--- src/rtl/vector_matrix_multiply_assert.svh ---
// Assertion macros shared by the vector-matrix multiply RTL.
`ifndef VECTOR_MATRIX_MULTIPLY_ASSERT_SVH
`define VECTOR_MATRIX_MULTIPLY_ASSERT_SVH

`ifndef SYNTH
`define VMM_ASSERT(lbl, clk, rst_n, prop, msg) \
    lbl: assert property (@(posedge clk) disable iff (!rst_n) prop) else $error(msg);
`define VMM_ASSERT_ALWAYS(lbl, clk, prop, msg) \
    lbl: assert property (@(posedge clk) prop) else $error(msg);
`else
`define VMM_ASSERT(lbl, clk, rst_n, prop, msg)
`define VMM_ASSERT_ALWAYS(lbl, clk, prop, msg)
`endif

`endif

--- src/rtl/vmm_pkg.sv ---
`timescale 1ns / 1ps
`default_nettype none

package vmm_pkg;

    localparam int MAX_COLS_DEF = 256;
    localparam int MAX_ROWS_DEF = 1024;

    localparam int ELEM_W    = 16;
    localparam int PROD_W    = 32;
    localparam int SUM_W     = 48;
    localparam int IDX_W     = 8;
    localparam int ROW_CNT_W = 11;
    localparam int COL_CNT_W = 9;
    localparam int APB_W     = 32;
    localparam int PADDR_W   = 3;

    // Register select is bit 2 of the byte address.
    localparam int          REG_SEL_BIT   = 2;
    localparam logic        REG_ROW_COUNT = 1'b0;
    localparam logic        REG_COL_COUNT = 1'b1;

    typedef struct packed {
        logic first_row;
        logic last_row;
        logic pass_last;
    } vmm_flags_t;

endpackage

`default_nettype wire

--- src/rtl/vmm_queue.sv ---
`timescale 1ns / 1ps
`default_nettype none

module vmm_queue #(
    parameter int DATA_W = 8,
    parameter int DEPTH  = 2
) (
    input  wire logic              clk,
    input  wire logic              rst_n,
    input  wire logic              wr_valid,
    output logic                   wr_ready,
    input  wire logic [DATA_W-1:0] wr_data,
    output logic                   rd_valid,
    input  wire logic              rd_ready,
    output logic [DATA_W-1:0]      rd_data
);
    import vmm_pkg::*;

    `include "vector_matrix_multiply_assert.svh"

    localparam int PTR_W = (DEPTH > 1) ? $clog2(DEPTH) : 1;
    localparam int CNT_W = $clog2(DEPTH + 1);

    logic [DATA_W-1:0] entry_reg [DEPTH];
    logic [PTR_W-1:0]  wr_ptr_reg;
    logic [PTR_W-1:0]  wr_ptr_next;
    logic [PTR_W-1:0]  rd_ptr_reg;
    logic [PTR_W-1:0]  rd_ptr_next;
    logic [CNT_W-1:0]  count_reg;
    logic [CNT_W-1:0]  count_next;
    logic              push;
    logic              pop;

    assign wr_ready = (count_reg != CNT_W'(DEPTH));
    assign rd_valid = (count_reg != '0);
    assign rd_data  = entry_reg[rd_ptr_reg];
    assign push     = wr_valid && wr_ready;
    assign pop      = rd_valid && rd_ready;

    always_comb
    begin
        wr_ptr_next = wr_ptr_reg;
        rd_ptr_next = rd_ptr_reg;
        count_next  = count_reg;
        if (push)
        begin
            wr_ptr_next = (wr_ptr_reg == PTR_W'(DEPTH - 1)) ? '0 : wr_ptr_reg + 1'b1;
        end
        if (pop)
        begin
            rd_ptr_next = (rd_ptr_reg == PTR_W'(DEPTH - 1)) ? '0 : rd_ptr_reg + 1'b1;
        end
        if (push && !pop)
        begin
            count_next = count_reg + 1'b1;
        end
        else if (pop && !push)
        begin
            count_next = count_reg - 1'b1;
        end
    end

    always_ff @(posedge clk or negedge rst_n)
    begin
        if (!rst_n)
        begin
            wr_ptr_reg <= '0;
            rd_ptr_reg <= '0;
            count_reg  <= '0;
        end
        else
        begin
            wr_ptr_reg <= wr_ptr_next;
            rd_ptr_reg <= rd_ptr_next;
            count_reg  <= count_next;
        end
    end

    always_ff @(posedge clk)
    begin
        if (push)
        begin
            entry_reg[wr_ptr_reg] <= wr_data;
        end
    end

    `VMM_ASSERT(a_count_bound, clk, rst_n, count_reg <= CNT_W'(DEPTH), "queue count above depth")

endmodule

`default_nettype wire

--- config.mk ---
export PLATFORM = sky130hd
export DESIGN_NAME = vmm_queue
export DESIGN_NICKNAME = d
export VERILOG_FILES = /design/src/rtl/vmm_pkg.sv /design/src/rtl/vmm_queue.sv
export VERILOG_INCLUDE_DIRS = /design/src /design/src/rtl
export SDC_FILE = /design/constraint.sdc
export NUM_CORES = 1
export LEC_CHECK = 0
export ABC_AREA = 1
export BUFFER_PORTS_ARGS = -buffer_cell sky130_fd_sc_hd__buf_2
export CAP_MARGIN = 20
export CORE_MARGIN = 5
export CORE_UTILIZATION = 41
export CTS_CLUSTER_SIZE = 20
export DETAILED_ROUTE_END_ITERATION = 10
export PLACE_DENSITY = 0.61
export SKIP_LAST_GASP = 1
export SLEW_MARGIN = 40
export SYNTH_ARGS = -nofsm -noshare
export SYNTH_HDL_FRONTEND = slang
export SYNTH_SLANG_ARGS = --single-unit
--- constraint.sdc ---
create_clock -name clk -period 3.36 [get_ports clk]
set_input_delay 0.504 -clock clk [delete_from_list [all_inputs] [get_ports clk]]
set_output_delay 0.504 -clock clk [all_outputs]
set_load 0.05 [all_outputs]
# Word-level counts from Yosys, hierarchy flattened
# Memory sizes are Yosys's and may differ from the RTL's.
# Index checks and enable logic that the tools add are counted.
# totals
output_inout_bits,10
ff_bits,4
memories,1
wordCells,23
latch_bits,0
rom_bits,0
ram_bits,16
# mem_list
name,words,width,read_ports,rd_ports_with_merged_regs,wr,line,text
entry_reg,2,8,1,0,1,vmm_queue.sv:24,logic [DATA_W-1:0] entry_reg [DEPTH];
# classes
reduce_logical,8
n_eq_ne,1
bitwise_logic,0
div_mod_pow,0
multipliers,0
n_mux,6
n_shift,0
n_addsub,4
order_cmp,0
# op_table
cell,count
$logic_and 1x1->1,4
$mux 1,4
$mux 2,2
$reduce_bool 2->1,2
$add 1x1->1 const B,2
$add 2x1->2 const B,1
$logic_not 1->1,2
$ne 2x2->1 const B,1
$sub 2x1->2 const B,1

# Longest topological paths before layout
# depth
ltp_word,6
ltp_mapped,10
mapped_depth_nobuf,10

# Least setup slack after synthesis
# OpenSTA, ideal clock, no wires.
# synth_path
path_type,register to output
start,register rd_ptr_reg
end,output rd_data[0]
setup_slack_ns,1.884
path_buffers,1
stages_incl_launch_ff,5
arrival_time_ns,0.972
path_cell_list,dfrtp_1 -> buf_6 -> inv_2 -> nand2_1 -> nand2_1
# synth_via
elab_chain_len,1
# synth_rtl
element,line,text
start: declaration,vmm_queue.sv:27,logic [PTR_W-1:0] rd_ptr_reg;
start signal: assignment,vmm_queue.sv:74,rd_ptr_reg <= rd_ptr_next;
$mem_v2 2x8,--,
end: declaration,vmm_queue.sv:15,output logic [DATA_W-1:0] rd_data
# Every way passes these cells.

# Worst setup path in the final report
# layout_path
start,register rd_ptr_reg
end,output rd_data[5]
# Same word-level chain as after synthesis.

==> flow_summary.yaml <==
timing:
  hold_viol: 0
  fin_crit_sh_pct: 56.6
  rsz0062_at_grt: "no"
  tightest_slew_ns: 0.703
  slew_violations: 0
  finalCriticalPeriod_ns: 1.90
  fmax_mhz: 526
  fin_skew_ns: 0.00405
  finalSetupTns_ns: 0
  max_slew_margin_pct: 52.9
  setup_viol: 0
critical_path:
  slowest_delay_ns: 0.51
  critPathBufInv: 2
  crit_chain: "inv_2 -> nand2_1 -> nand2_1 -> buf_2"
  reg2reg_to: "entry_reg[1][0]"
  cpLargestDelayFamily: "flip-flops"
  crit_fanout: 10
  path_common_cell: "nand2_1"
  cp-start-kind: "register"
  cp-end-kind: "primary output"
  r2r-start: "count_reg[0]"
  path_class: "register to primary output"
  required_ns: 2.86
  crit_arrival_ns: 1.40
  reg2regPathDepth: 4
  slowest_stage: "dfrtp_1"
  ff2ff_setup_slack_ns: 1.84
floorplan:
  num_rows: 16
  core_area_um2: 1940
  die_h_um: 54.9
  dieArea_um2: 3020
  start_util_pct: 42.6
  fp.dieW_um: 54.9
  io_pins: 22
logic_synthesis:
  synth_warnings: 0
  ys_ff_latch: 20
  synth_top_area_share_pct: 58.1
  avgSynthCellArea_um2: 11.8
  synth.distinct_cells: 14
  synthesis.nets: 83
  yosys-top-cells-area: "edfxtp_1 58%, nand2_1 14%, dfrtp_1 12%, nand2_4 2.7%, xor2_2 2.0%"
  synth_area_um2: 827
  syn_inst: 70
  synth_top_area_cell: "edfxtp_1"
  seq_area_frac_synth_pct: 70.2
global_routing:
  grtUsageMet1_pct: 12.2
  top_usage_layer: "met2"
  met2_usage_pct: 19.3
  grt_use_met3_pct: 4.02
  grt_overflow_total: 0
  grt_pass1_wl_um: 2260
  grt_pass1_vias: 573
  grt_max_degree: 12
  groute.usage.overall_pct: 11.0
  grt_antenna_before_repair: 0
detailed_routing:
  ant_nets: 0
  vias: 529
  dr.pass1.iters: 2
  drc_errors: 0
  drt_wl_total_um: 1310
  wl_per_cell_um: 10.7
  drt_iter0_markers: 2
  routed_via_density: 4.34
final_layout:
  layout.nets: 109
  largest_reg_flops: 16
  fillers: 190
  drive_above_1_share_pct: 33.7
  postLayoutCoreUtil_pct: 51.0
  syn_to_final_growth_pct: 19.8
  num_antenna_cells: 0
clock_network:
  cts_tree: "done"
  cts.hold.buffers_added: 1
  clk_latency_ns: 0.29
  h-tree-depth: 1
  cts_buffers: 3
  cts_sinks: 20
  postCtsSetupBuffers: 0
  clockRootBuffer: "clkbuf_4"
  cts_resized: 0
  clkSlewWorstSetupHoldPaths_ns: 0.10
  clock_tree.buffer_depth: 2
hold_path:
  min_to: "entry_reg[0][7]"
  holdPathStages: 1
  hold_path_class: "primary input to register"
  min_from: "wr_data[7]"
status:
  status: "finished, final reports clean"
pwr:
  power_density_nw_per_um2: 1010
  ir_drop_mv: 0.448
  p_total_mw: 1.00
  power.leakage_nw: 0.462
place:
  place.gp.congestion: 0.654
  hpwl_um: 996
  portBuffers: 21
run:
  drv_cap: 0
## worst max-delay path by stage
stage	start	to	slack (ns)	cells past startpoint
finish	rd_ptr_reg	rd_data[5]	1.46	4
detailed placement	wr_valid	entry_reg[1][2]	1.74	3
CTS	rd_ptr_reg	rd_data[5]	1.42	4
global placement	wr_valid	entry_reg[1][4]	1.76	3
global route	rd_ptr_reg	rd_data[5]	1.30	4
floorplan	rd_ptr_reg	rd_data[0]	1.88	4
## worst register-to-register path, delay by kind of cell (launching register included)
family / cells / cell delay, ns
flip-flops: 1 / 0.41
buffers and inverters: 1 / 0.08
AND/OR/NAND/NOR: 3 / 0.67
## layout make-up
type	instances	area (µm²)	share of cell area (%)
well taps	27	33.8	3.41
flip-flops and latches	20	581	58.6
multi-input cells	42	209	21.1
inverters	7	26.3	2.65
clock buffers	3	22.5	2.27
repair buffers	22	115	11.6
clock inverters	1	3.75	0.379
## stage by stage
stage                     setup slack, ns  instances  hold slack [ns]  area [µm²]
after floorplan                      1.88         70            0.208         827
after global placement               1.76        117            0.318         955
after detailed placement             1.74        117            0.322         955
after CTS                            1.42        122            0.386         991
after global routing                 1.30        122            0.369         991
final                                1.46        122            0.396         991
## routing by layer
metal / vias to the layer above / wire (µm)
li1: 275 / -
met1: 240 / 552
met2: 14 / 685
met3: 0 / 68
met4: 0 / 0
met5: - / 0
## logic make-up after synthesis
logic type                 count (synthesis)  share of synthesized area, %
adders and majority gates                  1                          1.51
buffers and inverters                      8                          4.54
DFF                                       20                          70.2
xor gates and xnor gates                   2                          3.03
and+or+nand+nor                           39                          20.7
## layout by cell type, fill, tap and decap left out
| master | count |
|---|---|
| inv_1 | 4 |
| dfrtp_1 | 4 |
| nand3_1 | 2 |
| edfxtp_1 | 16 |
| clkbuf_4 | 3 |
| inv_2 | 3 |
| nand2_4 | 2 |
| nand4_1 | 1 |
| xor2_2 | 1 |
| nand2_1 | 30 |
| buf_2 | 21 |
| nand2_2 | 2 |
| dlygate4sd3_1 | 1 |
| nor2_1 | 2 |
| xnor2_1 | 1 |
| ha_1 | 1 |
| clkinv_1 | 1 |
## synthesized netlist by cell type
cell type	number
nand2_2	2
edfxtp_1	16
nor2_1	2
inv_1	4
inv_2	3
nand2_4	2
buf_6	1
dfrtp_1	4
xnor2_1	1
nand4_1	1
nand2_1	30
xor2_2	1
ha_1	1
nand3_1	2
## report_power, final
group	internal, mW	switching [mW]	leakage [nW]
sequential	0.346	0.0442	0.196
clock	0.0431	0.0659	0.0154
combinational	0.120	0.383	0.250
total	0.508	0.493	0.462
(Power assumes the default switching activity.)
