--- src/rtl/vector_matrix_multiply_assert.svh ---
// Assertion macros shared by the vector-matrix multiply RTL.
`ifndef VECTOR_MATRIX_MULTIPLY_ASSERT_SVH
`define VECTOR_MATRIX_MULTIPLY_ASSERT_SVH

`ifndef SYNTH
`define VMM_ASSERT(lbl, clk, rst_n, prop, msg) \
    lbl: assert property (@(posedge clk) disable iff (!rst_n) prop) else $error(msg);
`define VMM_ASSERT_ALWAYS(lbl, clk, prop, msg) \
    lbl: assert property (@(posedge clk) prop) else $error(msg);
`else
`define VMM_ASSERT(lbl, clk, rst_n, prop, msg)
`define VMM_ASSERT_ALWAYS(lbl, clk, prop, msg)
`endif

`endif

--- src/rtl/vmm_pkg.sv ---
`timescale 1ns / 1ps
`default_nettype none

package vmm_pkg;

    localparam int MAX_COLS_DEF = 256;
    localparam int MAX_ROWS_DEF = 1024;

    localparam int ELEM_W    = 16;
    localparam int PROD_W    = 32;
    localparam int SUM_W     = 48;
    localparam int IDX_W     = 8;
    localparam int ROW_CNT_W = 11;
    localparam int COL_CNT_W = 9;
    localparam int APB_W     = 32;
    localparam int PADDR_W   = 3;

    // Register select is bit 2 of the byte address.
    localparam int          REG_SEL_BIT   = 2;
    localparam logic        REG_ROW_COUNT = 1'b0;
    localparam logic        REG_COL_COUNT = 1'b1;

    typedef struct packed {
        logic first_row;
        logic last_row;
        logic pass_last;
    } vmm_flags_t;

endpackage

`default_nettype wire

--- src/rtl/vmm_front.sv ---
`timescale 1ns / 1ps
`default_nettype none

module vmm_front #(
    parameter int MAX_COLS = vmm_pkg::MAX_COLS_DEF,
    parameter int MAX_ROWS = vmm_pkg::MAX_ROWS_DEF,
    parameter int COL_W    = 8,
    parameter int ROW_W    = 10
) (
    input  wire logic                                clk,
    input  wire logic                                rst_n,
    input  wire logic                                psel,
    input  wire logic                                penable,
    input  wire logic                                pwrite,
    input  wire logic [vmm_pkg::PADDR_W-1:0]         paddr,
    input  wire logic [vmm_pkg::APB_W-1:0]           pwdata,
    output logic [vmm_pkg::APB_W-1:0]                prdata,
    output logic                                     pready,
    input  wire logic                                in_valid,
    output logic                                     in_ready,
    input  wire logic signed [vmm_pkg::ELEM_W-1:0]   vec_elem,
    input  wire logic signed [vmm_pkg::ELEM_W-1:0]   mat_elem,
    output logic                                     q_valid,
    input  wire logic                                q_ready,
    output logic signed [vmm_pkg::PROD_W-1:0]        q_prod,
    output logic [COL_W-1:0]                         q_col,
    output vmm_pkg::vmm_flags_t                      q_flags
);
    import vmm_pkg::*;

    `include "vector_matrix_multiply_assert.svh"

    logic [ROW_CNT_W-1:0] row_count_reg;
    logic [COL_CNT_W-1:0] col_count_reg;
    logic [ROW_W-1:0]     row_pos_reg;
    logic [ROW_W-1:0]     row_pos_next;
    logic [COL_W-1:0]     col_pos_reg;
    logic [COL_W-1:0]     col_pos_next;
    logic [ROW_W-1:0]     rows_m1;
    logic [COL_W-1:0]     cols_m1;
    logic                 cfg_wr;
    logic                 accept;
    logic                 last_row;
    logic                 last_col;

    assign pready = 1'b1;
    assign cfg_wr = psel && penable && pwrite && pready;

    always_comb
    begin
        if (paddr[REG_SEL_BIT] == REG_COL_COUNT)
        begin
            prdata = APB_W'(col_count_reg);
        end
        else
        begin
            prdata = APB_W'(row_count_reg);
        end
    end

    // Out-of-range counts are clamped to the supported range.
    always_comb
    begin
        if (row_count_reg == '0)
        begin
            rows_m1 = '0;
        end
        else if (32'(row_count_reg) > 32'(MAX_ROWS))
        begin
            rows_m1 = ROW_W'(MAX_ROWS - 1);
        end
        else
        begin
            rows_m1 = ROW_W'(row_count_reg - 1'b1);
        end
        if (col_count_reg == '0)
        begin
            cols_m1 = '0;
        end
        else if (32'(col_count_reg) > 32'(MAX_COLS))
        begin
            cols_m1 = COL_W'(MAX_COLS - 1);
        end
        else
        begin
            cols_m1 = COL_W'(col_count_reg - 1'b1);
        end
    end

    assign last_row = (row_pos_reg == rows_m1);
    assign last_col = (col_pos_reg == cols_m1);
    assign accept   = in_valid && q_ready;

    assign in_ready          = q_ready;
    assign q_valid           = in_valid;
    assign q_prod            = PROD_W'(vec_elem) * PROD_W'(mat_elem);
    assign q_col             = col_pos_reg;
    assign q_flags.first_row = (row_pos_reg == '0);
    assign q_flags.last_row  = last_row;
    assign q_flags.pass_last = last_row && last_col;

    always_comb
    begin
        row_pos_next = row_pos_reg;
        col_pos_next = col_pos_reg;
        if (cfg_wr)
        begin
            row_pos_next = '0;
            col_pos_next = '0;
        end
        else if (accept)
        begin
            if (last_col)
            begin
                col_pos_next = '0;
                row_pos_next = last_row ? '0 : row_pos_reg + 1'b1;
            end
            else
            begin
                col_pos_next = col_pos_reg + 1'b1;
            end
        end
    end

    always_ff @(posedge clk or negedge rst_n)
    begin
        if (!rst_n)
        begin
            row_count_reg <= ROW_CNT_W'(1);
            col_count_reg <= COL_CNT_W'(1);
            row_pos_reg   <= '0;
            col_pos_reg   <= '0;
        end
        else
        begin
            if (cfg_wr && (paddr[REG_SEL_BIT] == REG_ROW_COUNT))
            begin
                row_count_reg <= pwdata[ROW_CNT_W-1:0];
            end
            if (cfg_wr && (paddr[REG_SEL_BIT] == REG_COL_COUNT))
            begin
                col_count_reg <= pwdata[COL_CNT_W-1:0];
            end
            row_pos_reg <= row_pos_next;
            col_pos_reg <= col_pos_next;
        end
    end

    `VMM_ASSERT(a_cfg_restart, clk, rst_n, cfg_wr |=> row_pos_reg == '0 && col_pos_reg == '0, "register write did not restart the pass")
    `VMM_ASSERT(a_pass_wrap, clk, rst_n, accept && last_row && last_col && !cfg_wr |=> row_pos_reg == '0 && col_pos_reg == '0, "pass did not wrap to the start")

endmodule

`default_nettype wire

--- config.mk ---
export PLATFORM = sky130hd
export DESIGN_NAME = vmm_front
export DESIGN_NICKNAME = d
export VERILOG_FILES = /design/src/rtl/vmm_pkg.sv /design/src/rtl/vmm_front.sv
export VERILOG_INCLUDE_DIRS = /design/src /design/src/rtl
export SDC_FILE = /design/constraint.sdc
export NUM_CORES = 1
export LEC_CHECK = 0
export BUFFER_PORTS_ARGS = -buffer_cell sky130_fd_sc_hd__buf_2
export CAP_MARGIN = 5
export CORE_MARGIN = 2
export CORE_UTILIZATION = 30
export DETAILED_ROUTE_END_ITERATION = 10
export PLACE_DENSITY_LB_ADDON = 0.3
export SYNTH_ARGS = -nofsm -noshare
export SYNTH_HDL_FRONTEND = slang
export SYNTH_SLANG_ARGS = --single-unit
--- constraint.sdc ---
create_clock -name clk -period 16.7 [get_ports clk]
set_input_delay 0.835 -clock clk [delete_from_list [all_inputs] [get_ports clk]]
set_output_delay 0.835 -clock clk [all_outputs]
set_load 0.05 [all_outputs]
After elaboration in Yosys (flattened, before gate mapping). Cells that the tools add are included.

Flip-flop bits (word level): 38. Input port bits: 74. Output and inout bits: 78. Word-level logic and storage cells: 38.

Add/subtract/negate cells: 4. $mul: 1. Order comparisons: 2. Equality and inequality tests: 2. Muxes and demuxes: 12. Bitwise gates (word level): 1. Reductions and logical operators: 12.

Operators by type and width (number): $mux 10 (6); $mux 8 (5); $mul 16x16->32 (1); $gt 11x11->1 const B (1); $logic_not 11->1 (1); $mux 11 (1); $add 10x1->10 const B (1); $eq 10x10->1 (1); $logic_not 10->1 (1); $sub 10x1->10 const B (1); $gt 9x9->1 const B (1); $logic_not 9->1 (1); $add 8x1->8 const B (1); $eq 8x8->1 (1); $sub 8x1->8 const B (1); $logic_and 1x1->1 (6); $reduce_bool 2->1 (2); $reduce_and 2->1 (1); $not 1->1 (1).

Depth between registers and ports, before layout. Gate-level depths: netlist of run 1.

Depth in word-level cells: 8. Gate-level depth with buffers: 23. Gate-level depth less buffers: 22.

Worst setup path after synthesis of run 1. OpenSTA, ideal clock, no wires.

Kind: input -> output. From: input vec_elem[15] in the netlist's numbering. To: output q_prod[31] in the netlist's numbering. Data arrival time: 7030 ps. Data required time: 15865 ps. Path slack: 8835 ps. Cell stages on the path: 21. Path buffers: 1. Cells stage by stage: clkbuf_1 > nand2_1 > inv_1 > fa_1 > fa_1 > fa_1 > fa_1 > fa_1 > inv_1 > fa_1 > inv_1 > ha_1 > and3_1 > and3_1 > a32oi_1 > nand2_1 > o41a_1 > o41ai_1 > o2111ai_1 > a21oi_1 > xnor2_1.

Longest elaborated chain between the ends: 1.

RTL lines: start, declared (line vmm_front.sv:21) `input wire logic signed [vmm_pkg::ELEM_W-1:0] vec_elem,`; $mul 16x16->32 (line vmm_front.sv:96) `assign q_prod = PROD_W'(vec_elem) * PROD_W'(mat_elem);`; end, declared (line vmm_front.sv:25) `output logic signed [vmm_pkg::PROD_W-1:0] q_prod,`.

No other way between the ends.

Worst setup path after layout of run 1.
From: input mat_elem[1] in the netlist's numbering. To: output q_prod[31] in the netlist's numbering.

Longest elaborated chain between the ends: 1.

RTL lines: start, declared (line vmm_front.sv:22) `input wire logic signed [vmm_pkg::ELEM_W-1:0] mat_elem,`; $mul 16x16->32 (line vmm_front.sv:96).

No other way between the ends.

==> Flow_metrics.wiki, run 1 <==
{| class="wikitable"
! Metric !! Value
|-
| Run status || completed
|-
| Post-Synthesis Cells || 1441
|-
| Hold buffer count at cts || 0
|-
| Worst skew pair latency || 0.29 ns
|-
| Buffers inserted during post-CTS setup optimization || 0
|-
| First-pass GRT wire length || 52520 um
|-
| Mapped Avg Cell Area || 8.952 sq um
|-
| Overflow left after global routing || 0
|-
| Final weighted congestion in routability-driven placement || 0.8462
|-
| Cell area after synthesis || 0.01290 sq mm
|-
| CP Capture Type || output pin
|-
| Post-route DRC violation count || 0
|-
| Buffer levels on the longest clock path || 2
|-
| Post-route fraction of the period consumed by the critical path || 0.5219
|-
| Max Clock Skew || 0.004353 ns
|-
| Antenna Violating Nets Remaining || 0
|-
| Flip-flop count of the largest register after layout || 11
|-
| Achievable Freq || 114.7 MHz
|-
| WL final || 30950 um
|-
| Wire per inst || 15.19 um
|-
| Number of top-level design ports || 152
|-
| Hold WC Path Type || reg -> reg
|-
| Number of synthesized flops with an enable pin || 0
|-
| Top cell family by delay on the critical path || adder cells
|-
| FILL cells || 4476
|-
| Transition time at the pin with the least slew margin || 0.9050 ns
|-
| Instance count on the critical path || 22
|-
| Area of the core || 0.04223 sq mm
|-
| Setup repair after global routing missed its margin || no
|-
| Area Overhead vs Synth || 8.332%
|-
| Horizontal die dimension || 211.4 um
|-
| Final layout net count || 1920
|-
| Clock slew at reported path FFs || 0.06 ns
|-
| Final min period || 8.716 ns
|-
| Yosys cell types || 69
|-
| Setup total negative slack || 0 ns
|-
| Antenna violations before repair || 0
|-
| First-iteration detailed-routing DRC count || 353
|-
| CP max-delay cell || fa_1
|-
| Number of cells on the worst reg-to-reg path || 11
|-
| Most common library cell in the layout ignoring fill and taps || inv_1
|-
| Category of the critical setup timing path || in -> out
|-
| Detailed-route vias per instance || 4.656
|-
| Data required time of the critical path || 15.87 ns
|-
| Via total after detailed routing || 9485
|-
| Final setup violation count || 0
|-
| Ys async rst share || 1.000
|-
| Number of synthesized register bits || 38
|-
| Crit-path most repeated cell || fa_1
|-
| Total routing usage reported by global routing || 0.1456
|-
| H-tree lvl count || 2
|-
| Relative max-transition margin || 0.3966
|-
| Hold-critical path depth || 1
|-
| Buf/Inv on CP || 5
|-
| Arrival time reported for the critical path endpoint || 7.88 ns
|-
| Yosys warns || 0
|-
| Cells along the critical path || buf_2 -> nand2_1 -> inv_1 -> fa_1 -> fa_1 -> fa_1 -> fa_1 -> fa_1 -> inv_1 -> fa_1 -> inv_1 -> ha_1 -> and3_1 -> and3_1 -> nand4_1 -> nand2_1 -> o41a_1 -> o41ai_1 -> o2111ai_1 -> a21oi_1 -> xnor2_1 -> buf_2
|-
| Largest net degree at the start of global routing || 39
|-
| Seq/Total Area, Yosys || 0.07391
|-
| Clock tree from TritonCTS || built
|-
| MaxCap Viol Count || 0
|-
| Master cell of the clock root buffer || clkbuf_16
|-
| Critical Path Max Stage Delay || 0.74 ns
|-
| Crit path launch type || primary input
|-
| Clock sinks || 38
|-
| Count of cells resized by post-cts repair || 0
|-
| Post-DP HPWL || 25990 um
|-
| Layout cells sized above 1 || 0.1008
|-
| Num CTS Buffers || 5
|-
| Initial DRT Pass Iterations || 5
|-
| Number of port buffers || 106
|-
| Leading cell types in the layout, fill and taps excluded || inv_1 (316), fa_1 (262), nand2_1 (137)
|-
| Std cell rows || 75
|-
| Worst-path maximum fanout || 16
|-
| Initial standard-cell utilization of the core || 0.3055
|-
| Dominant synthesized flop cell || dfrtp_1
|-
| Number of global-route vias before repair || 10080
|-
| Number of inserted diodes || 0
|-
| Die extent in y || 211.4 um
|-
| Full die area || 0.04468 sq mm
|-
| Final Max Slew Viols || 0
|-
| Count of endpoints failing hold in the final timing report || 0
|}
[final cells by class]
type                       instances  area (sq um)  area share
inverter                         316          1186     0.08488
clock buffer                       5         125.1    0.008953
sequential                        38         953.4     0.06822
tap                              539         674.4     0.04826
timing repair buffer             106         530.5     0.03796
clock inverter                     3         68.82    0.004924
multi-input combinational       1030         10440      0.7468
[through the flow]
step | utilization | setup WS, ns | cell area (sq um) | hold WS (ns) | instances
final | 0.3309 | 7.984 | 13970 | 0.6056 | 2037
after global routing | 0.3309 | 7.566 | 13970 | 0.6364 | 2037
after CTS | 0.3309 | 7.883 | 13970 | 0.6045 | 2037
after detailed placement | 0.3263 | 7.938 | 13780 | 0.5909 | 2029
after global placement | 0.3263 | 7.901 | 13780 | 0.5826 | 2029
after floorplan | - | 8.835 | 12970 | 0.5154 | 1461
[logic make-up after synthesis]
logic type                 Yosys count  synth area share
and+or+nand+nor                    421            0.1706
adders and majority gates          351            0.4925
AOI/OAI and AO/OA                  147           0.07333
muxes                               34           0.02881
xor gates and xnor gates            55           0.03734
other                                2         0.0005822
buffers and inverters              393            0.1229
DFF                                 38           0.07391
[worst paths after layout]
path,from,endpoint,slack (ns)
setup / recovery,mat_elem[1],q_prod[31],7.98
hold / removal,row_count_reg[1],row_count_reg[1],0.61
setup reg to reg,row_count_reg[0],row_pos_reg[6],13.37
hold reg to reg,row_count_reg[1],row_count_reg[1],0.61
max in group asynchronous,rst_n,q_col[5],15.46
min in group asynchronous,rst_n,row_pos_reg[8],0.68
[worst reg2reg max path, delay by kind of cell, from the launching register on]
| kind | cells | cell delay [ns] |
|---|---|---|
| simple gates | 3 | 1.10 |
| fa+ha+maj | 1 | 0.24 |
| buf+inv | 1 | 0.15 |
| compound gates | 5 | 1.13 |
| xor+xnor | 1 | 0.19 |
| flops | 1 | 0.40 |
[per-layer routing]
metal | routed length, um | global-route usage
met5 | 0 | 0
met4 | 349 | 0.02307
met3 | 1405 | 0.02092
met2 | 15700 | 0.2582
met1 | 13490 | 0.1913
[synthesized netlist by cell type, drive strengths merged (4+ instances only)]
library cell	instances	area [sq um]
inv	316	1186
fa	262	5245
nand2	137	514.2
and2	132	825.8
ha	87	1089
nor2	52	210.2
clkbuf	49	185.2
xnor2	44	385.4
a21oi	41	205.2
dfrtp	36	900.9
o21ai	34	170.2
buf	28	214.0
mux2	25	281.5
nand3	24	120.1
nand2b	11	68.82
nor4	11	90.08
xor2	11	96.34
mux2i	9	90.09
a31oi	8	50.05
o21a	8	60.06
a21o	7	52.55
and3	7	43.79
nand4	7	43.79
nor3	7	35.03
a211oi	6	45.04
nor2b	6	37.54
o21bai	5	37.54
o31ai	5	42.54
or4	5	37.54
o22ai	4	25.02
or3	4	25.02
Power of run 1 is not shown: default switching activity piles up to over one toggle a cycle in this logic, so the estimate is an artifact.
==> run 2: changes to the inputs <==
==> constraint.sdc (replaced) <==
create_clock -name clk -period 7.3 [get_ports clk]
set_input_delay 0.365 -clock clk [delete_from_list [all_inputs] [get_ports clk]]
set_output_delay 0.365 -clock clk [all_outputs]
set_load 0.05 [all_outputs]
==> run 2 against run 1 <==
  * Via count is 2.4% higher
  * Hold slack worse by 0.41 ns
  * Clock-buffer cell count did not move
  * First-iteration DRC count grew 48%
  * Register-to-register slack got worse by 9.4 ns
  * Utilization rose by 0.96 points
  * Worst setup slack lost 7.6 ns
  * Flip-flop and latch count unchanged
  * Clock skew is 0.0012 ns higher
  * Cell area grew 2.9%
  * Final cell count is 2.5% higher
  * Sequential share of layout area is 0.19 points lower
  * Largest cell class unchanged
==> Flow_metrics.wiki, run 2 (synthesis results as in run 1) <==
{| class="wikitable"
! Metric !! Value
|-
| Final min period || 6.949 ns
|-
| Number of global-route vias before repair || 10390 (was 10080)
|-
| First-iteration detailed-routing DRC count || 523 (was 353)
|-
| Number of port buffers || 106 (unchanged)
|-
| Count of endpoints failing hold in the final timing report || 0 (unchanged)
|-
| Crit path launch type || primary input (unchanged)
|-
| Terminus of the critical flop-to-flop path || row_pos_reg[6] (unchanged)
|-
| CP max-delay cell || fa_1 (unchanged)
|-
| First-pass GRT wire length || 53680 um (was 52520 um)
|-
| Master cell of the clock root buffer || clkbuf_16 (unchanged)
|-
| Post-route fraction of the period consumed by the critical path || 0.9519
|-
| Run status || completed (unchanged)
|-
| Clock slew at reported path FFs || 0.06 ns (about the same)
|-
| Layout cells sized above 1 || 0.1312 (was 0.1008)
|-
| Buffer levels on the longest clock path || 2 (unchanged)
|-
| Count of cells resized by post-cts repair || 0 (unchanged)
|-
| Leading cell types in the layout, fill and taps excluded || inv_1 (316), fa_1 (261), nand2_1 (137) (was inv_1 (316), fa_1 (262), nand2_1 (137))
|-
| Data required time of the critical path || 6.93 ns (was 15.87 ns)
|-
| Antenna violations before repair || 1 (was 0)
|-
| Setup total negative slack || 0 ns (unchanged)
|-
| Die extent in y || 211.4 um (unchanged)
|-
| WL final || 31180 um (was 30950 um)
|-
| Setup repair after global routing missed its margin || no (unchanged)
|-
| Final setup violation count || 0 (unchanged)
|-
| Wire per inst || 14.94 um (was 15.19 um)
|-
| Num CTS Buffers || 5 (unchanged)
|-
| Flip-flop count of the largest register after layout || 11 (unchanged)
|-
| Via total after detailed routing || 9717 (was 9485)
|-
| Overflow left after global routing || 0 (unchanged)
|-
| H-tree lvl count || 2 (unchanged)
|-
| Clock sinks || 38 (unchanged)
|-
| Initial DRT Pass Iterations || 4 (was 5)
|-
| Area Overhead vs Synth || 11.46% (was 8.332%)
|-
| Final weighted congestion in routability-driven placement || 0.8470 (was 0.8462)
|-
| Final layout net count || 1969 (was 1920)
|-
| Horizontal die dimension || 211.4 um (unchanged)
|-
| CP Capture Type || output pin (unchanged)
|-
| Worst-path maximum fanout || 11 (was 16)
|-
| Largest net degree at the start of global routing || 39 (unchanged)
|-
| Max Clock Skew || 0.005523 ns (was 0.004353 ns)
|-
| Hold WC Path Type || in -> async (was reg -> reg)
|-
| Area of the core || 0.04223 sq mm (unchanged)
|-
| Achievable Freq || 143.9 MHz
|-
| Number of cells on the worst reg-to-reg path || 11 (unchanged)
|-
| Hold buffer count at cts || 0 (unchanged)
|-
| Final Max Slew Viols || 0 (unchanged)
|-
| Post-DP HPWL || 27580 um (was 25990 um)
|-
| R2R Path Start || row_count_reg[0] (unchanged)
|-
| Worst skew pair latency || 0.29 ns (about the same)
|-
| Crit-path most repeated cell || fa_1 (unchanged)
|-
| Number of top-level design ports || 152 (unchanged)
|-
| Detailed-route vias per instance || 4.656 (about the same)
|-
| Critical Path Max Stage Delay || 0.60 ns (was 0.74 ns)
|-
| Initial standard-cell utilization of the core || 0.3055 (unchanged)
|-
| Std cell rows || 75 (unchanged)
|-
| Buffers inserted during post-CTS setup optimization || 0 (unchanged)
|-
| Relative max-transition margin || 0.4175 (was 0.3966)
|-
| Full die area || 0.04468 sq mm (unchanged)
|-
| MaxCap Viol Count || 0 (unchanged)
|-
| Most common library cell in the layout ignoring fill and taps || inv_1 (unchanged)
|-
| Antenna Violating Nets Remaining || 0 (unchanged)
|-
| Flop2flop setup slack || 3.95 ns (was 13.37 ns)
|-
| Post-route DRC violation count || 0 (unchanged)
|-
| Category of the critical setup timing path || in -> out (unchanged)
|-
| Transition time at the pin with the least slew margin || 0.8737 ns (was 0.9050 ns)
|-
| Arrival time reported for the critical path endpoint || 6.58 ns (was 7.88 ns)
|-
| Clock tree from TritonCTS || built (unchanged)
|-
| Total routing usage reported by global routing || 0.1479 (was 0.1456)
|}
run 2: cell count changes in the layout (fill, tap and decap cells not counted), sizes merged:
cell   change
diode      +1
buf       +49
run 2: final cells by class:
cell class | instances | area (sq um)
fillers | 4459 | 27850
clock buffers | 5 | 125.1
diodes | 1 | 2.502
repair buffers | 155 | 915.9
well taps | 539 | 674.4
clock inverters | 3 | 68.82
multi-input cells | 1030 | 10450
inverters | 316 | 1186
flip-flops and latches | 38 | 953.4
run 2: through the flow:
step / worst slack, ns / area [sq um] / util / cells / hold WS [ns]
floorplan: 0.3755 / 12970 / - / 1461 / 0.06941
CTS: 0.1014 / 14360 / 0.3400 / 2086 / 0.2355
finish: 0.3513 / 14380 / 0.3405 / 2087 / 0.1927
global route: 0.01497 / 14380 / 0.3405 / 2087 / 0.2655
global placement: 0.1206 / 14160 / 0.3354 / 2078 / 0.5377
detailed placement: 0.1305 / 14160 / 0.3354 / 2078 / 0.5441
run 2: worst max-delay path by stage:
stage / start / to / slack (ns) / cells past startpoint
2_1_floorplan: vec_elem[15] / q_prod[31] / 0.38 / 21
3_3_place_gp: mat_elem[2] / q_prod[31] / 0.12 / 24
3_5_place_dp: mat_elem[2] / q_prod[31] / 0.13 / 24
4_1_cts: mat_elem[2] / q_prod[31] / 0.10 / 24
5_1_grt: mat_elem[1] / q_prod[28] / 0.01 / 25
6_report: mat_elem[1] / q_prod[30] / 0.35 / 25
run 2: layer usage:
layer	share of wire	wire length (um)	global-route usage	up-vias
li1	-	-	-	4595
met1	0.45	13980	0.2016	4909
met2	0.50	15450	0.2549	191
met3	0.047	1462	0.02166	22
met4	0.0092	286	0.01967	0
met5	0	0	0	-
run 2: critical path, delay by kind of cell:
| family | cells | cell delay [ns] |
|---|---|---|
| AO/OA/AOI/OAI | 5 | 1.01 |
| XOR/XNOR | 1 | 0.15 |
| buffers and inverters | 9 | 1.36 |
| AND/OR/NAND/NOR | 3 | 0.28 |
| adder cells (fa/ha/maj) | 7 | 3.40 |
Power of run 2 is left out for the same reason.
==> run 3: changes to the inputs <==
==> constraint.sdc (replaced) <==
create_clock -name clk -period 8.3 [get_ports clk]
set_input_delay 0.415 -clock clk [delete_from_list [all_inputs] [get_ports clk]]
set_output_delay 0.415 -clock clk [all_outputs]
set_load 0.05 [all_outputs]
==> run 3 against run 2 <==
  * Clock skew up 0.0029 ns
  * Final cell count down 2.3%
  * Utilization down 0.98 points
  * Worst setup slack better by 0.44 ns
  * Flip-flop and latch count unchanged
  * Global-route usage up 0.22 points
  * Non-clock buffer count down 47
  * Register-to-register slack better by 0.97 ns
==> Flow_metrics.wiki, run 3 (synthesis results as in run 1) <==
{| class="wikitable"
! Metric !! Value
|-
| Detailed-route vias per instance || 4.707 (was 4.656)
|-
| Final min period || 7.510 ns
|-
| Leading cell types in the layout, fill and taps excluded || inv_1 (316), fa_1 (262), nand2_1 (137) (was inv_1 (316), fa_1 (261), nand2_1 (137))
|-
| MaxCap Viol Count || 0 (unchanged)
|-
| Worst-path maximum fanout || 16 (was 11)
|-
| Count of cells resized by post-cts repair || 0 (unchanged)
|-
| Worst skew pair latency || 0.29 ns (about the same)
|-
| Most common library cell in the layout ignoring fill and taps || inv_1 (unchanged)
|-
| Area Overhead vs Synth || 8.254% (was 11.46%)
|-
| Top cell family by delay on the critical path || adder cells (unchanged)
|-
| Clock tree from TritonCTS || built (unchanged)
|-
| Area post-placement || 0.01380 sq mm (was 0.01416 sq mm)
|-
| Clock sinks || 38 (unchanged)
|-
| Largest net degree at the start of global routing || 39 (unchanged)
|-
| Full die area || 0.04468 sq mm (unchanged)
|-
| H-tree lvl count || 2 (unchanged)
|-
| R2R Path Start || row_count_reg[0] (unchanged)
|-
| Number of cells on the worst reg-to-reg path || 11 (unchanged)
|-
| Final Max Slew Viols || 0 (unchanged)
|-
| Hold buffer count at cts || 0 (unchanged)
|-
| Wire per inst || 15.61 um (was 14.94 um)
|-
| Std cell rows || 75 (unchanged)
|-
| Worst hold margin || 0.2512 ns (was 0.1927 ns)
|-
| Run status || completed (unchanged)
|-
| Layout cells sized above 1 || 0.1013 (was 0.1312)
|-
| Achievable Freq || 133.2 MHz
|-
| Post-route DRC violation count || 0 (unchanged)
|-
| Final layout net count || 1922 (was 1969)
|-
| Post-DP HPWL || 26670 um (was 27580 um)
|-
| Buf/Inv on CP || 7 (was 9)
|-
| CP Capture Type || output pin (unchanged)
|-
| Transition time at the pin with the least slew margin || 0.9023 ns (was 0.8737 ns)
|-
| Via total after detailed routing || 9602 (was 9717)
|-
| Flop2flop setup slack || 4.92 ns (was 3.95 ns)
|-
| Crit path launch type || primary input (unchanged)
|-
| Buffers inserted during post-CTS setup optimization || 0 (unchanged)
|-
| Final setup violation count || 0 (unchanged)
|-
| Buffer levels on the longest clock path || 2 (unchanged)
|-
| Die extent in y || 211.4 um (unchanged)
|-
| Total routing usage reported by global routing || 0.1500 (was 0.1479)
|-
| Post-route fraction of the period consumed by the critical path || 0.9049
|-
| Data required time of the critical path || 7.89 ns (was 6.93 ns)
|-
| Finished layout cell area || 0.01396 sq mm (was 0.01438 sq mm)
|-
| First-iteration detailed-routing DRC count || 486 (was 523)
|-
| WL final || 31840 um (was 31180 um)
|-
| Number of global-route vias before repair || 10360 (was 10390)
|-
| Flip-flop count of the largest register after layout || 11 (unchanged)
|-
| CP max-delay cell || fa_1 (unchanged)
|-
| Initial DRT Pass Iterations || 5 (was 4)
|-
| Final weighted congestion in routability-driven placement || 0.8462 (was 0.8470)
|-
| Category of the critical setup timing path || in -> out (unchanged)
|-
| Terminus of the critical flop-to-flop path || row_pos_reg[6] (unchanged)
|-
| Hold WC Path Type || in -> async (unchanged)
|-
| First-pass GRT wire length || 53650 um (was 53680 um)
|-
| Num CTS Buffers || 5 (unchanged)
|-
| Setup repair after global routing missed its margin || no (unchanged)
|-
| Master cell of the clock root buffer || clkbuf_16 (unchanged)
|-
| Initial standard-cell utilization of the core || 0.3055 (unchanged)
|-
| Clock slew at reported path FFs || 0.07 ns (was 0.06 ns)
|-
| Max Clock Skew || 0.008399 ns (was 0.005523 ns)
|-
| Count of endpoints failing hold in the final timing report || 0 (unchanged)
|-
| Antenna Violating Nets Remaining || 0 (unchanged)
|-
| Arrival time reported for the critical path endpoint || 7.10 ns (was 6.58 ns)
|-
| Antenna violations before repair || 1 (unchanged)
|-
| Setup total negative slack || 0 ns (unchanged)
|-
| Horizontal die dimension || 211.4 um (unchanged)
|-
| Overflow left after global routing || 0 (unchanged)
|-
| Share of the core filled with cells in the final layout || 0.3307 (was 0.3405)
|-
| Relative max-transition margin || 0.3985 (was 0.4175)
|-
| Number of port buffers || 106 (unchanged)
|-
| Crit-path most repeated cell || fa_1 (unchanged)
|-
| Number of top-level design ports || 152 (unchanged)
|-
| Cells along the critical path || buf_2 -> nand2_1 -> inv_1 -> fa_1 -> fa_1 -> fa_1 -> fa_1 -> fa_1 -> inv_1 -> fa_1 -> inv_1 -> ha_1 -> a21o_1 -> a21oi_1 -> o21ai_0 -> a2111oi_0 -> inv_1 -> o21ai_0 -> buf_4 -> o2111ai_1 -> a21oi_1 -> xnor2_1 -> buf_2
|-
| Critical Path Max Stage Delay || 0.86 ns (was 0.60 ns)
|-
| Area of the core || 0.04223 sq mm (unchanged)
|}
[run 3: routing by layer]
metal	vias up	wire (um)	GRT usage
li1	4499	-	-
met1	4919	13930	0.1947
met5	-	0	0
met3	19	1310	0.01825
met2	165	16360	0.2739
met4	0	235	0.01846
[run 3: final cells by class]
cell class / count / area, sq um
repair buffers: 108 / 545.5
multi-input cells: 1030 / 10440
diodes: 1 / 2.502
well taps: 539 / 674.4
flip-flops and latches: 38 / 953.4
inverters: 316 / 1186
clock buffers: 6 / 128.9
clock inverters: 2 / 37.54
fillers: 4429 / 28260
[run 3: worst reg2reg max path, delay by kind of cell, from the launching register on]
| kind | cells | cell delay, ns |
|---|---|---|
| xor gates and xnor gates | 1 | 0.20 |
| adders and majority gates | 1 | 0.25 |
| DFF | 1 | 0.40 |
| AOI/OAI and AO/OA | 5 | 1.14 |
| buffers and inverters | 1 | 0.16 |
| and+or+nand+nor | 3 | 1.11 |
[run 3: worst max path at each step]
stage,cells after the start,endpoint,start
after floorplan,21,q_prod[31],vec_elem[15]
after global placement,23,q_prod[31],mat_elem[1]
after detailed placement,23,q_prod[31],mat_elem[1]
after CTS,23,q_prod[31],mat_elem[15]
after global routing,23,q_prod[31],mat_elem[1]
final,23,q_prod[30],mat_elem[1]
[run 3: stage by stage]
| step | cells | setup slack, ns |
|---|---|---|
| CTS | 2039 | 0.6716 |
| detailed placement | 2031 | 0.7272 |
| global route | 2039 | 0.3932 |
| finish | 2040 | 0.7897 |
| floorplan | 1461 | 1.275 |
| global placement | 2031 | 0.6961 |
Power of run 3 is left out for the same reason.
